==> config.mk <==
export PLATFORM = sky130hd
export DESIGN_NAME = alrdb_front
export DESIGN_NICKNAME = d
export VERILOG_FILES = /design/src/hdl/alrdb_pkg.sv /design/src/hdl/alrdb_front.sv
export SDC_FILE = /design/constraint.sdc
export NUM_CORES = 1
export LEC_CHECK = 0
export ABC_AREA = 1
export BUFFER_PORTS_ARGS = -buffer_cell sky130_fd_sc_hd__buf_2
export CAP_MARGIN = 40
export CORE_MARGIN = 5
export CORE_UTILIZATION = 38
export DETAILED_ROUTE_END_ITERATION = 10
export PLACE_DENSITY_LB_ADDON = 0.1
export SKIP_LAST_GASP = 1
export SYNTH_ARGS = -nofsm -noshare
export SYNTH_HDL_FRONTEND = slang
export SYNTH_SLANG_ARGS = --single-unit
==> constraint.sdc <==
create_clock -name vclk -period 1.19
set_input_delay 0 -clock vclk [all_inputs]
set_output_delay 0 -clock vclk [all_outputs]
set_load 0.03 [all_outputs]
==> src/hdl/alrdb_pkg.sv <==
// alrdb_pkg: types and constants shared by the audio level raster blocks
// holds the channel words, the command codes and the executor state encoding
// no dependencies
package alrdb_pkg;

    localparam int SAMPLE_W   = 16;
    localparam int MAG_W      = 17;
    localparam int PADDR_IN_W = 14;
    localparam int PIXEL_W    = 8;
    localparam int SEQ_W      = 32;
    localparam int SPP_W      = 8;

    // grey scale: largest v with v*v*2^15 <= 65025*peak
    localparam logic [16:0] GREY_SCALE = 17'd65025;
    localparam int          GREY_SHIFT = 15;

    localparam int QUEUE_DEPTH = 2;

    // configuration port
    localparam int   PADDR_W               = 3;
    localparam logic REG_SAMPLES_PER_PIXEL = 1'b0;
    localparam logic [7:0] SPP_RESET       = 8'd1;

    typedef enum logic [1:0] {
        FUNC_SAMPLE  = 2'd0,
        FUNC_POLL    = 2'd1,
        FUNC_RELEASE = 2'd2,
        FUNC_READ    = 2'd3
    } alrdb_func_t;

    typedef struct packed {
        logic [1:0]                   func;
        logic signed [SAMPLE_W-1:0]   sample;
        logic [PADDR_IN_W-1:0]        pixel_address;
    } alrdb_in_t;

    typedef struct packed {
        logic                 published;
        logic                 complete;
        logic [SEQ_W-1:0]     sequence_res;
        logic [PIXEL_W-1:0]   pixel_value;
    } alrdb_out_t;

    // classified command handed from the front to the executor
    typedef struct packed {
        alrdb_func_t            func;
        logic [MAG_W-1:0]       mag;
        logic [PADDR_IN_W-1:0]  pixel_address;
    } alrdb_cmd_t;

    typedef enum logic [3:0] {
        ST_CLEAR      = 4'd0,
        ST_IDLE       = 4'd1,
        ST_EXEC       = 4'd2,
        ST_GREY_LIM   = 4'd3,
        ST_GREY_STEP  = 4'd4,
        ST_COPY       = 4'd5,
        ST_COPY_LAST  = 4'd6,
        ST_READ_WAIT  = 4'd7,
        ST_FINISH     = 4'd8
    } alrdb_state_t;

endpackage

==> src/hdl/alrdb_front.sv <==
// alrdb_front: accepts input words, classifies the function code and
// takes the sample magnitude; depends on alrdb_pkg
module alrdb_front
    import alrdb_pkg::*;
(
    input  logic        item_valid,
    output logic        item_stall,
    input  alrdb_in_t   item,
    input  logic        q_full,
    input  logic        clearing,
    output logic        q_push,
    output alrdb_cmd_t  q_entry
);

    logic [MAG_W-1:0] ext;

    // no words while the rasters are swept after reset
    assign item_stall = q_full | clearing;
    assign q_push     = item_valid & ~item_stall;

    assign ext = {item.sample[SAMPLE_W-1], item.sample};

    always_comb
    begin
        q_entry.func          = alrdb_func_t'(item.func);
        q_entry.pixel_address = item.pixel_address;
        // two's complement magnitude, -32768 maps to 32768
        if (item.sample[SAMPLE_W-1])
        begin
            q_entry.mag = MAG_W'(0) - ext;
        end
        else
        begin
            q_entry.mag = ext;
        end
    end

endmodule

## Word-level counts from Yosys, hierarchy flattened

Index checks and enable logic that the tools add are counted.

| operators by class | value |
|---|---|
| add/sub/neg operators | 1 |
| mux-type cells | 1 |
| bitwise logic cells | 3 |

Operators with widths:

| cell | number |
|---|---|
| 17-bit 2-to-1 mux | 1 |
| 1-bit by 16-bit subtractor with 17-bit output (first input constant) | 1 |
| 1-bit AND | 1 |
| 1-bit NOT | 1 |
| 1-bit OR | 1 |

| storage, ports and cells | value |
|---|---|
| register bits | 0 |
| input port bits | 35 |
| output and inout port bits | 35 |
| word-level logic and storage cells | 5 |

## Depth between registers and ports, before layout

| depth | value |
|---|---|
| depth in word-level cells | 3 |
| depth in mapped cells | 9 |
| depth with buffers taken out | 9 |

## Worst setup path before layout

OpenSTA, ideal clock, no wires.

| timing | value |
|---|---|
| path kind | in2out |
| start point | in item[15] (netlist bit) |
| end point | out q_entry[20] (netlist bit) |
| arrival time | 1.000 ns |
| data required time | 1.190 ns |
| path slack | 0.190 ns |
| stages on the path | 5 |
| buffers on the path | 0 |
| path through | inv_1 -> ha_1 -> nand3_2 -> o21ai_2 -> xor2_1 |

RTL lines:

| what | RTL line | RTL |
|---|---|---|
| start: declaration | alrdb_front.sv:8 | `input alrdb_in_t item,` |
| end: declaration | alrdb_front.sv:12 | `output alrdb_cmd_t q_entry` |

==> results.cfg <==
[setup_path]
worstPathRequired_ps = 1190
start_kind = input pin
path_class = input pin to output pin
cp.arrival_ps = 1050
endpoint_kind = output pin
cp_cell_sequence = buf_2 -> inv_1 -> ha_1 -> nand3_2 -> nand2_4 -> nand2_2 -> inv_1 -> nand2_1 -> nand2_1 -> nand2_1 -> clkbuf_4
slowest_stage = ha_1
cpMostUsedCell = nand2_1
slowest_delay_ps = 180
worstPathMaxFanout = 3

[placed_design]
dp_cells = 146
hpwl_um = 1300
io_buffers = 37
dp_slack_ps = 128
place_congestion = 0.753

[synth]
netlist_instances = 111
ys_warn_count = 0
ys_types = 19
synth_top_area_frac = 0.222
synthTopCellsByArea = buf_4, nand2_1, inv_1
synth_nets = 147
synthesis.area_um2 = 609
ys_seq_area_frac = 0
avgSynthCellArea_um2 = 5.49
synth_area_leader_cell = buf_4

[final_layout]
seq_area_um2 = 0
multi_input_area_um2 = 397
drive_above_1_share = 0.400
area_delta_synth_final_pct = 12.1
final_cell_mix = buf_2, nand2_1, inv_1
final_common_cell = buf_2
seq_cells = 0
fillers = 179
layout.nets = 168
final_cells = 146
diodes = 0
clock_buffers = 0

[power_and_ir_drop]
p_leak_uw = 0.000431
p_per_area_nw_per_um2 = 498
ir_worst_vdd_mv = 0.215
finalPower_uw = 341

[sta]
worst_slack_ps = 138
fin_setup_tns_ps = 0
hold_viol = 0
fmaxAchievable_mhz = 951
rsz0062_at_grt = no
setup_viol = 0
post-route-min-period_ps = 1050
timing.final.crit_share = 0.884
finalMaxSlewViolations = 0

[flow_run]
max_cap_violations = 0

[grt]
grt_max_degree = 15
gr-total-overflow = 0
grt_pass1_wl_um = 2400
grt_pass1_vias = 597
antenna_found_initial = 0
grt_usage = 0.108

[worst_hold_path]
min_path_type = input pin to output pin
whs_path_depth = 0
hold_path.startpoint = item[8]
min_to = q_entry[8]

[floorplanning]
row_count = 14
dieArea_um2 = 2500
fp.dieW_um = 50.0
die_h_um = 50.0
core_um2 = 1510
io_pins = 70
initial_core_util = 0.404

[detailed_routing]
vias = 660
antenna_left = 0
drc_errors = 0
wire_per_inst_um = 10.1
via_per_inst = 4.52
first_pass_iters = 4
wl_um = 1470
drt-initial-drc-count = 7

[clock_network]
cts-hold-fix-buffers = 0

[status]
status = finished, final reports clean
-- power by group --
| group | leakage, uW | internal [uW] | switching (uW) |
|---|---|---|---|
| clock | 0 | 0 | 0 |
| combinational | 0.000431 | 108 | 232 |
| sequential | 0 | 0 | 0 |
-- worst max-delay path by stage --
stage	endpoint	depth (start not counted)	slack, ps	from
2_1_floorplan	q_entry[20]	5	190	item[15]
3_3_place_gp	q_entry[24]	10	170	item[15]
3_5_place_dp	q_entry[24]	10	130	item[15]
4_1_cts	q_entry[24]	10	120	item[15]
5_1_grt	q_entry[24]	11	3	item[15]
6_report	q_entry[24]	11	140	item[15]
-- cells by family (layout without fill, tap and decap cells) --
logic type	count (synthesis)	after routing	synth area share
AO/OA/AOI/OAI	7	7	0.0821
buffers and inverters	38	57	0.357
adder cells (fa/ha/maj)	1	1	0.0205
XOR/XNOR	7	7	0.101
other	1	1	0.00615
AND/OR/NAND/NOR	57	57	0.433
-- per-stage QoR --
step                utilization  instance area [um2]  hold slack, ps
global placement          0.449                  676           0.205
floorplan                     -                  609            68.5
finish                    0.453                  683         0.00977
CTS                       0.449                  676           0.205
global route              0.453                  683          0.0434
detailed placement        0.449                  676           0.205
-- Yosys cell counts --
library cell,number
buf_4,18
buf_6,1
conb_1,1
ha_1,1
inv_1,18
inv_2,1
nand2_1,29
nand2_2,4
nand3_1,9
nand3_2,2
nand3b_1,1
nor2_1,8
nor2_2,1
nor3_1,1
nor3_2,1
o21ai_0,3
o21ai_2,4
or2_2,1
xor2_1,7
-- area by class of cell --
cell class         instances  share of cell area
repair buffers            38               0.286
inverters                 19               0.104
multi-input cells         73               0.581
well taps                 16              0.0293
-- worst max-delay path, delay by kind of cell --
family                   cells  cell delay (ps)
adder cells (fa/ha/maj)      1              180
buffers and inverters        4              420
AND/OR/NAND/NOR              6              430
-- what timing repair did --
| action | in CTS | in global routing |
|---|---|---|
| endpoints found under the setup margin | 0 | 1 |
| buffers inserted | 0 | 0 |
| resized for setup | 0 | 2 |
-- per-layer routing --
| layer | vias up | part of all wire | GRT usage | wire length (um) |
|---|---|---|---|---|
| li1 | 356 | - | - | - |
| met1 | 269 | 0.43 | 0.144 | 633 |
| met2 | 29 | 0.47 | 0.182 | 695 |
| met3 | 6 | 0.084 | 0.0211 | 124 |
| met4 | 0 | 0.013 | 0.0131 | 19 |
| met5 | - | 0 | 0 | 0 |
Note: power is estimated with default switching activity, not from simulation.
