File: src/hdl/alrdb_pkg.sv
// alrdb_pkg: types and constants shared by the audio level raster blocks
// holds the channel words, the command codes and the executor state encoding
// no dependencies
package alrdb_pkg;

    localparam int SAMPLE_W   = 16;
    localparam int MAG_W      = 17;
    localparam int PADDR_IN_W = 14;
    localparam int PIXEL_W    = 8;
    localparam int SEQ_W      = 32;
    localparam int SPP_W      = 8;

    // grey scale: largest v with v*v*2^15 <= 65025*peak
    localparam logic [16:0] GREY_SCALE = 17'd65025;
    localparam int          GREY_SHIFT = 15;

    localparam int QUEUE_DEPTH = 2;

    // configuration port
    localparam int   PADDR_W               = 3;
    localparam logic REG_SAMPLES_PER_PIXEL = 1'b0;
    localparam logic [7:0] SPP_RESET       = 8'd1;

    typedef enum logic [1:0] {
        FUNC_SAMPLE  = 2'd0,
        FUNC_POLL    = 2'd1,
        FUNC_RELEASE = 2'd2,
        FUNC_READ    = 2'd3
    } alrdb_func_t;

    typedef struct packed {
        logic [1:0]                   func;
        logic signed [SAMPLE_W-1:0]   sample;
        logic [PADDR_IN_W-1:0]        pixel_address;
    } alrdb_in_t;

    typedef struct packed {
        logic                 published;
        logic                 complete;
        logic [SEQ_W-1:0]     sequence_res;
        logic [PIXEL_W-1:0]   pixel_value;
    } alrdb_out_t;

    // classified command handed from the front to the executor
    typedef struct packed {
        alrdb_func_t            func;
        logic [MAG_W-1:0]       mag;
        logic [PADDR_IN_W-1:0]  pixel_address;
    } alrdb_cmd_t;

    typedef enum logic [3:0] {
        ST_CLEAR      = 4'd0,
        ST_IDLE       = 4'd1,
        ST_EXEC       = 4'd2,
        ST_GREY_LIM   = 4'd3,
        ST_GREY_STEP  = 4'd4,
        ST_COPY       = 4'd5,
        ST_COPY_LAST  = 4'd6,
        ST_READ_WAIT  = 4'd7,
        ST_FINISH     = 4'd8
    } alrdb_state_t;

endpackage

File: src/hdl/alrdb_queue.sv
// alrdb_queue: short command queue between the front and the executor
// depends on alrdb_pkg
module alrdb_queue
    import alrdb_pkg::*;
(
    input  logic        clk,
    input  logic        rst_n,
    input  logic        push,
    input  alrdb_cmd_t  push_entry,
    input  logic        pop,
    output logic        full,
    output logic        not_empty,
    output alrdb_cmd_t  head
);

    localparam int PTR_W = (QUEUE_DEPTH > 1) ? $clog2(QUEUE_DEPTH) : 1;
    localparam int CNT_W = $clog2(QUEUE_DEPTH + 1);

    alrdb_cmd_t       slot_reg [QUEUE_DEPTH];
    logic [PTR_W-1:0] wr_ptr_reg, wr_ptr_next;
    logic [PTR_W-1:0] rd_ptr_reg, rd_ptr_next;
    logic [CNT_W-1:0] count_reg, count_next;

    assign full      = (count_reg == CNT_W'(QUEUE_DEPTH));
    assign not_empty = (count_reg != '0);
    assign head      = slot_reg[rd_ptr_reg];

    always_comb
    begin
        wr_ptr_next = wr_ptr_reg;
        rd_ptr_next = rd_ptr_reg;
        count_next  = count_reg;
        if (push)
        begin
            wr_ptr_next = (wr_ptr_reg == PTR_W'(QUEUE_DEPTH - 1)) ? '0 : wr_ptr_reg + 1'b1;
        end
        if (pop)
        begin
            rd_ptr_next = (rd_ptr_reg == PTR_W'(QUEUE_DEPTH - 1)) ? '0 : rd_ptr_reg + 1'b1;
        end
        if (push && !pop)
        begin
            count_next = count_reg + 1'b1;
        end
        else if (pop && !push)
        begin
            count_next = count_reg - 1'b1;
        end
    end

    always_ff @(posedge clk or negedge rst_n)
    begin
        if (!rst_n)
        begin
            wr_ptr_reg <= '0;
            rd_ptr_reg <= '0;
            count_reg  <= '0;
        end
        else
        begin
            wr_ptr_reg <= wr_ptr_next;
            rd_ptr_reg <= rd_ptr_next;
            count_reg  <= count_next;
        end
    end

    always_ff @(posedge clk)
    begin
        if (push)
        begin
            slot_reg[wr_ptr_reg] <= push_entry;
        end
    end

endmodule

File: config.mk
export PLATFORM = sky130hd
export DESIGN_NAME = alrdb_queue
export DESIGN_NICKNAME = d
export VERILOG_FILES = /design/src/hdl/alrdb_pkg.sv /design/src/hdl/alrdb_queue.sv
export SDC_FILE = /design/constraint.sdc
export NUM_CORES = 1
export LEC_CHECK = 0
export BUFFER_PORTS_ARGS = -buffer_cell sky130_fd_sc_hd__buf_2
export CORE_MARGIN = 5
export CORE_UTILIZATION = 55
export DETAILED_ROUTE_END_ITERATION = 8
export PLACE_DENSITY = 0.83
export SLEW_MARGIN = 0
export SYNTH_ARGS = -nofsm -noshare
export SYNTH_HDL_FRONTEND = slang
export SYNTH_SLANG_ARGS = --single-unit
export TNS_END_PERCENT = 100
File: constraint.sdc
create_clock -name clk -period 4.3 [get_ports clk]
set_clock_uncertainty 0.05 [all_clocks]
set_input_delay 0.215 -clock clk [delete_from_list [all_inputs] [get_ports clk]]
set_output_delay 0.215 -clock clk [all_outputs]
set_load 0.05 [all_outputs]
Word-level counts from Yosys, hierarchy flattened:

Memories as Yosys holds them, arrays and structs flattened.
Index checks and enable logic that the tools add are counted.

* reductions and logical operators: 6
* add/subtract/negate cells: 4
* multiplexer cells: 6
* equal/unequal tests: 1

Operators by type and width (count)
* $mux 1: 4
* $mux 2: 2
* $reduce_bool 2->1: 2
* $add 1x1->1 const B: 2
* $add 2x1->2 const B: 1
* $eq 2x2->1 const B: 1
* $logic_and 1x1->1: 2
* $logic_not 1->1: 2
* $sub 2x1->2 const B: 1

* output and inout port bits: 35
* memory bits (writable): 66
* register bits after elaboration: 4
* input port bits: 37
* memories kept: 1
* logic and storage cells: 21

Memories
* slot_reg: words 2, bits a word 33, rd ports 1, clocked after Yosys merged registers in 0, wr ports 1, line alrdb_queue.sv:19 `alrdb_cmd_t slot_reg [QUEUE_DEPTH];`

Depth between registers and ports, before layout:

Gate-level depths: netlist of the first run.

* depth after elaboration: 4
* depth in mapped cells: 5
* depth with buffers taken out: 5

Worst setup path before layout of the first run:

No wires, ideal clock.

* kind: register to register
* start point: reg wr_ptr_reg
* end point: mem slot_reg[0][0] (netlist name) (enable)
* buffers on the path: 0
* required time: 3823 ps
* stages on the path, launching flop included: 2
* setup time: 427 ps
* setup slack: 1937 ps
* arrival time: 1886 ps
* period minus slack after synthesis: 2363 ps
* cell sequence: dfrtp_1 -> nor2b_1

RTL lines
* start, declared: line alrdb_queue.sv:20 `logic [PTR_W-1:0] wr_ptr_reg, wr_ptr_next;`
* start signal, assigned: line alrdb_queue.sv:61 `wr_ptr_reg <= wr_ptr_next;`
* end, declared: line alrdb_queue.sv:19

No word-level cell before the write port.

==> results of run 1 <==
[cells in the mapped netlist]
| cell | number |
|---|---|
| mux2_4 | 29 |
| xor2_1 | 4 |
| inv_1 | 1 |
| ha_1 | 1 |
| and2_1 | 1 |
| or2_2 | 1 |
| buf_6 | 1 |
| edfxtp_1 | 66 |
| nor2b_1 | 2 |
| mux2_2 | 4 |
| xnor2_1 | 1 |
| nor2_1 | 1 |
| buf_12 | 3 |
| dfrtp_1 | 4 |
[cell usage in the layout (no fill, tap or decap)]
cell type	instances
clkinv_4	2
dfrtp_1	3
and2_1	1
buf_2	71
or2_2	1
inv_6	1
inv_1	1
clkinv_2	1
mux2_4	29
edfxtp_1	66
buf_4	1
nor2b_4	1
nor2b_1	1
mux2_2	4
clkbuf_8	9
ha_1	1
dfrtp_2	1
bufinv_16	3
dlygate4sd3_1	8
nor2_1	1
xnor2_1	1
xor2_1	4
[timing repair]
item                      in CTS  in global routing
hold buffers                   1                  7
resized for setup              0                  0
hold endpoints to repair       4                 13
[per-stage QoR]
| stage | hold slack [ns] | util (%) | setup slack (ns) | instance area, um2 | power, mW |
|---|---|---|---|---|---|
| 2_1_floorplan | -0.131 | - | 1.94 | 2720 | 1.94 |
| 3_3_place_gp | -0.0299 | 65.3 | 2.41 | 3110 | 2.06 |
| 3_5_place_dp | -0.0241 | 65.3 | 2.35 | 3110 | 2.09 |
| 4_1_cts | 0.000668 | 70.7 | 1.98 | 3360 | 2.72 |
| 5_1_grt | 0.000808 | 72.2 | 1.92 | 3430 | 2.81 |
| 6_report | 0.0181 | 72.2 | 2.02 | 3430 | 2.70 |
[where the power goes]
| part | internal (mW) | total (mW) | switching [mW] |
|---|---|---|---|
| registers | 0.909 | 1.04 | 0.128 |
| logic | 0.355 | 1.03 | 0.674 |
| clock network | 0.388 | 0.628 | 0.240 |
| total | 1.65 | 2.70 | 1.04 |
[area by class of cell]
type	instances	area [um2]	area share, %
sequential	70	2080	60.7
multi-input combinational	44	573	16.7
timing repair buffer	80	443	12.9
clock buffer	9	124	3.61
clock inverter	7	121	3.54
tap	67	83.8	2.44
inverter	1	3.75	0.109
[how the worst min path moves through the flow]
stage,startpoint,to,cells past startpoint
after global placement,rst_n,count_reg[1],1
after floorplan,rst_n,count_reg[0],0
final,push_entry[9],slot_reg[0][9],1
after CTS,push_entry[7],slot_reg[0][7],1
after detailed placement,rst_n,count_reg[0],1
after global routing,push_entry[17],slot_reg[1][17],1
[worst max-delay path, stage by stage (launching register included)]
cell and delay [ns]:
dfrtp_2 1.04, mux2_2 0.42, buf_2 0.21
[cell families after synthesis]
family	count (synthesis)
flip-flops	70
buffers and inverters	5
AND/OR/NAND/NOR	5
multiplexers	33
adder cells (fa/ha/maj)	1
XOR/XNOR	5
[metal layers]
layer | share of wire [%] | track usage, %
met2 | 54 | 25.3
met4 | 1.4 | 5.91
met3 | 6.9 | 7.40
met5 | 0 | 0
met1 | 37 | 17.3
==> run metrics, run 1 <==
outcome finished clean; Final Cycle Share 53.0%; simple-gate portion of the synthesized area 1.06%; Syn Nets 157; Max FO, Critical Path 34; Placer Congestion 0.720; DR pass1 iterations 4; CP endpoint kind output pin; Power Dens Cells 785 mW/mm2; chip height 80.4 um; CP arrival 2.01 ns; Worst slew margin 32.4%; count of different cell masters after synthesis 14; die area 0.00646 mm2; compound-cell area share of the yosys netlist 0%; Routed wire per std cell 16.2 um; fraction of layout cells with a size suffix above 1 58.8%; placed cell count 254; Initial Util 57.3%; Setup crit end head[13]; crit path kind reg -> out; Worst R2R Path Depth 2; maximum VDD drop 0.000608 V; Largest register FFs 66; first-pass GRT wire length 7170 um; clock transition at the registers of the reported paths 0.08 ns; startpoint type of the worst setup path flop; Hold Path Class in -> reg; CTS tree done; DR iter-0 viols 36; post-synthesis average cell area 22.9 um2; Final HPWL DP 3070 um; core area 0.00475 mm2; largest cells by area after synthesis edfxtp_1, mux2_4, dfrtp_1; vias per inst 4.87; Leakage 1.41 nW; Pins Over Slew Limit 0; # port buffers 71; CP required 4.03 ns; Max Fclk 439 MHz; initial antenna violation count 0; TNS Setup 0 ns; multiplexer share of the synthesized area 17.6%; largest family of logic cells by synthesized area multiplexers; RR Startpoint wr_ptr_reg; Inserted Diodes 0; vias in the first global route 1512; layout net count 244; Post-Synth XOR/XNOR Area 1.61%; Synth Register Bits 70; io pins 72; Reg2Reg Setup Slack 2.46 ns; CTS Buf Count 9; Synth warnings 0; Post-Synthesis Cells 119; Tot GR Track Use 15.4%; largest net degree at the start of global routing 35; postcts setup bufs 0; # DRC 0; H-tree level count 3; fin crit period 2.28 ns; Synth Area in Adders 0.460%; launch point of the worst path rd_ptr_reg; Worst Max-Slew Pin Slew 1.01 ns; Reg-to-Reg End slot_reg[1][14]; post-synth top area cell edfxtp_1; drt total wl 4510 um; Horiz. Die Dim 80.4 um; Post-Syn Area 0.00272 mm2; root buffer cell clkbuf_8; Seq/Total Area, Yosys 76.5%; non-filler cells, final 278; routed vias 1354; CTS sink cnt 70; post-synth top area share 72.8%; RSZ-0062 raised after global routing no; Final Hold Fails 0; CTS Buffer Depth 2; Antenna Nets Post-Route 0; max-cap violations 0; P&R area growth vs syn 26.1%; Final setup violation count 0; row count 25; Layout fillers 315; gr ovfl total 0; Worst-Skew Late Latency 0.33 ns
No activity file was read; power rests on OpenSTA's default activity.
==> run 2, diff against run 1 <==
Settings changed: ABC_AREA set to 1, CORE_UTILIZATION 55 to 47, PLACE_DENSITY 0.83 to 0.75.
Clock period 4.3 ns to 1.86 ns, I/O delays scaled along.
==> run metrics, run 2 <==
Post-Synthesis Cells 128; largest cells by area after synthesis edfxtp_1, mux2_4, dfrtp_1; commonest non-fill, non-tap cell in the layout buf_2; Max Fclk 577 MHz; fin crit period 1.73 ns; CP arrival 1.59 ns; vias in the first global route 1716; DR pass1 iterations 4; Post-synth top cells edfxtp_1, mux2_4, inv_1; row count 27; # DRC 0; chip height 86.4 um; Routed wire per std cell 15.3 um; Synth Register Bits 70; Inserted Diodes 0; non-filler cells, final 328; Synth warnings 0; most frequent cells in the layout buf_2, edfxtp_1, dlygate4sd3_1, mux2_4, clkbuf_8; Final Hold Fails 0; Worst Max-Slew Pin Slew 0.388 ns; Max FO, Critical Path 8; DR iter-0 viols 39; clock transition at the registers of the reported paths 0.07 ns; count of different cell masters after synthesis 14; Final Cell Area 0.00376 mm2; Pins Over Slew Limit 0; Worst-Skew Late Latency 0.33 ns; most frequent cell after synthesis edfxtp_1; Largest register FFs 66; fraction of layout cells with a size suffix above 1 50.8%; largest net degree at the start of global routing 24; routed vias 1515; Worst slew margin 74.1%; CTS Buffer Depth 2; Antenna Nets Post-Route 0; Final Cycle Share 93.2%; outcome finished clean; slowest stage delay, CP 0.55 ns; EDFF count, synth 66; placed cell areas 0.00319 mm2; initial antenna violation count 0; predominant post-synthesis flop cell edfxtp_1; Final setup violation count 0; die area 0.00746 mm2; gr ovfl total 0; CP endpoint kind output pin; Hold Path Class in -> async; FFs w/ async S/R, synth 5.71%; TNS Setup 0 ns; CTS Buf Count 9; Initial Util 49.2%; io pins 72; layout net count 289; startpoint type of the worst setup path flop; root buffer cell clkbuf_8; drt total wl 5010 um; post-synthesis average cell area 21.4 um2; maximum VDD drop 0.00104 V; post-synth top area share 72.3%; P&R area growth vs syn 37.1%; Slowest-stage cell, CP dfrtp_4; Final HPWL DP 3260 um; max-cap violations 0; first-pass GRT wire length 8250 um; Power Dens Cells 1610 mW/mm2; critical-path cell list buf_4 > mux2_4 > buf_2; Seq/Total Area, Yosys 76.0%; post-synth top area cell edfxtp_1; Post-Syn Area 0.00274 mm2; Syn Nets 166; H-tree level count 3; # port buffers 71; Horiz. Die Dim 86.4 um; crit path kind reg -> out; vias per inst 4.62; core area 0.00557 mm2; CP required 1.72 ns; Pwr Total 6.06 mW; Leakage 1.57 nW; Tot GR Track Use 14.9%; Placer Congestion 0.649; CTS sink cnt 70; CTS tree done; placed cell count 273; RSZ-0062 raised after global routing no
run 2: cell types whose count changed in the layout (fill, tap and decap cells not counted), sizes merged, moves of 2 or more:
cell / delta
bufinv: -3
buf: +8
inv: +5
nor2b: -2
nand2: +6
xor2: -2
clkbuf: +3
dlygate4sd3: +28
run 2: cells by family (layout without fill, tap and decap cells):
| group | Yosys count | count (layout) | share of synthesized area [%] |
|---|---|---|---|
| adder cells (fa/ha/maj) | 1 | 1 | 0.457 |
| AND/OR/NAND/NOR | 10 | 10 | 1.51 |
| XOR/XNOR | 3 | 3 | 0.959 |
| flip-flops | 70 | 70 | 76.0 |
| buffers and inverters | 11 | 139 | 3.56 |
| multiplexers | 33 | 33 | 17.5 |
run 2: power breakdown:
group	internal [mW]	switching (mW)
clock	0.550	0.511
combinational	0.965	1.79
sequential	2.11	0.140
run 2: path summary, 6_finish.rpt:
kind	slack, ns	endpoint	depth (start not counted)	start
worst max-delay path	0.13	head[9]	3	rd_ptr_reg
worst min-delay path	0.09	count_reg[0]	2	rst_n
min in group clk	0.43	count_reg[1]	2	count_reg[1]
worst max register to register	0.48	slot_reg[0][2]	2	wr_ptr_reg
max in group asynchronous	1.53	rd_ptr_reg	2	rst_n
worst min register to register	0.43	count_reg[1]	2	count_reg[1]
run 2: routing by layer:
layer  wire [um]  up-vias  track usage [%]
met2        2690       52             27.1
met1        1950      720             16.1
met4          89        0             6.80
met3         288       11             3.99
li1            -      732                -
met5           0        -                0
run 2: final cells by class:
| class | count | area, um2 |
|---|---|---|
| clock buffers | 12 | 155 |
| clock inverters | 4 | 22.5 |
| fillers | 375 | 1820 |
| inverters | 7 | 26.3 |
| multi-input cells | 47 | 568 |
| flip-flops and latches | 70 | 2090 |
| well taps | 72 | 90.1 |
| repair buffers | 116 | 808 |
run 2: through the flow:
step	utilization [%]	hold WS [ns]	setup slack, ns
after global routing	67.4	0.0942	0.0669
final	67.4	0.0915	0.127
after floorplan	-	-0.253	0.120
after detailed placement	57.3	-0.148	0.299
after global placement	57.3	-0.146	0.310
after CTS	67.0	0.0194	0.0106
run 2: timing repair:
action / 4_1_cts / 5_1_grt
endpoints found under the hold margin: 72 / 0
buffers inserted: 0 / 3
hold buffers: 36 / 0
resized for setup: 1 / 0
setup endpoints to repair: 23 / 13
run 2: critical path, delay by kind of cell, from the launching register on:
kind,cells,cell delay (ns)
buf+inv,2,0.41
flops,1,0.55
mux,1,0.30
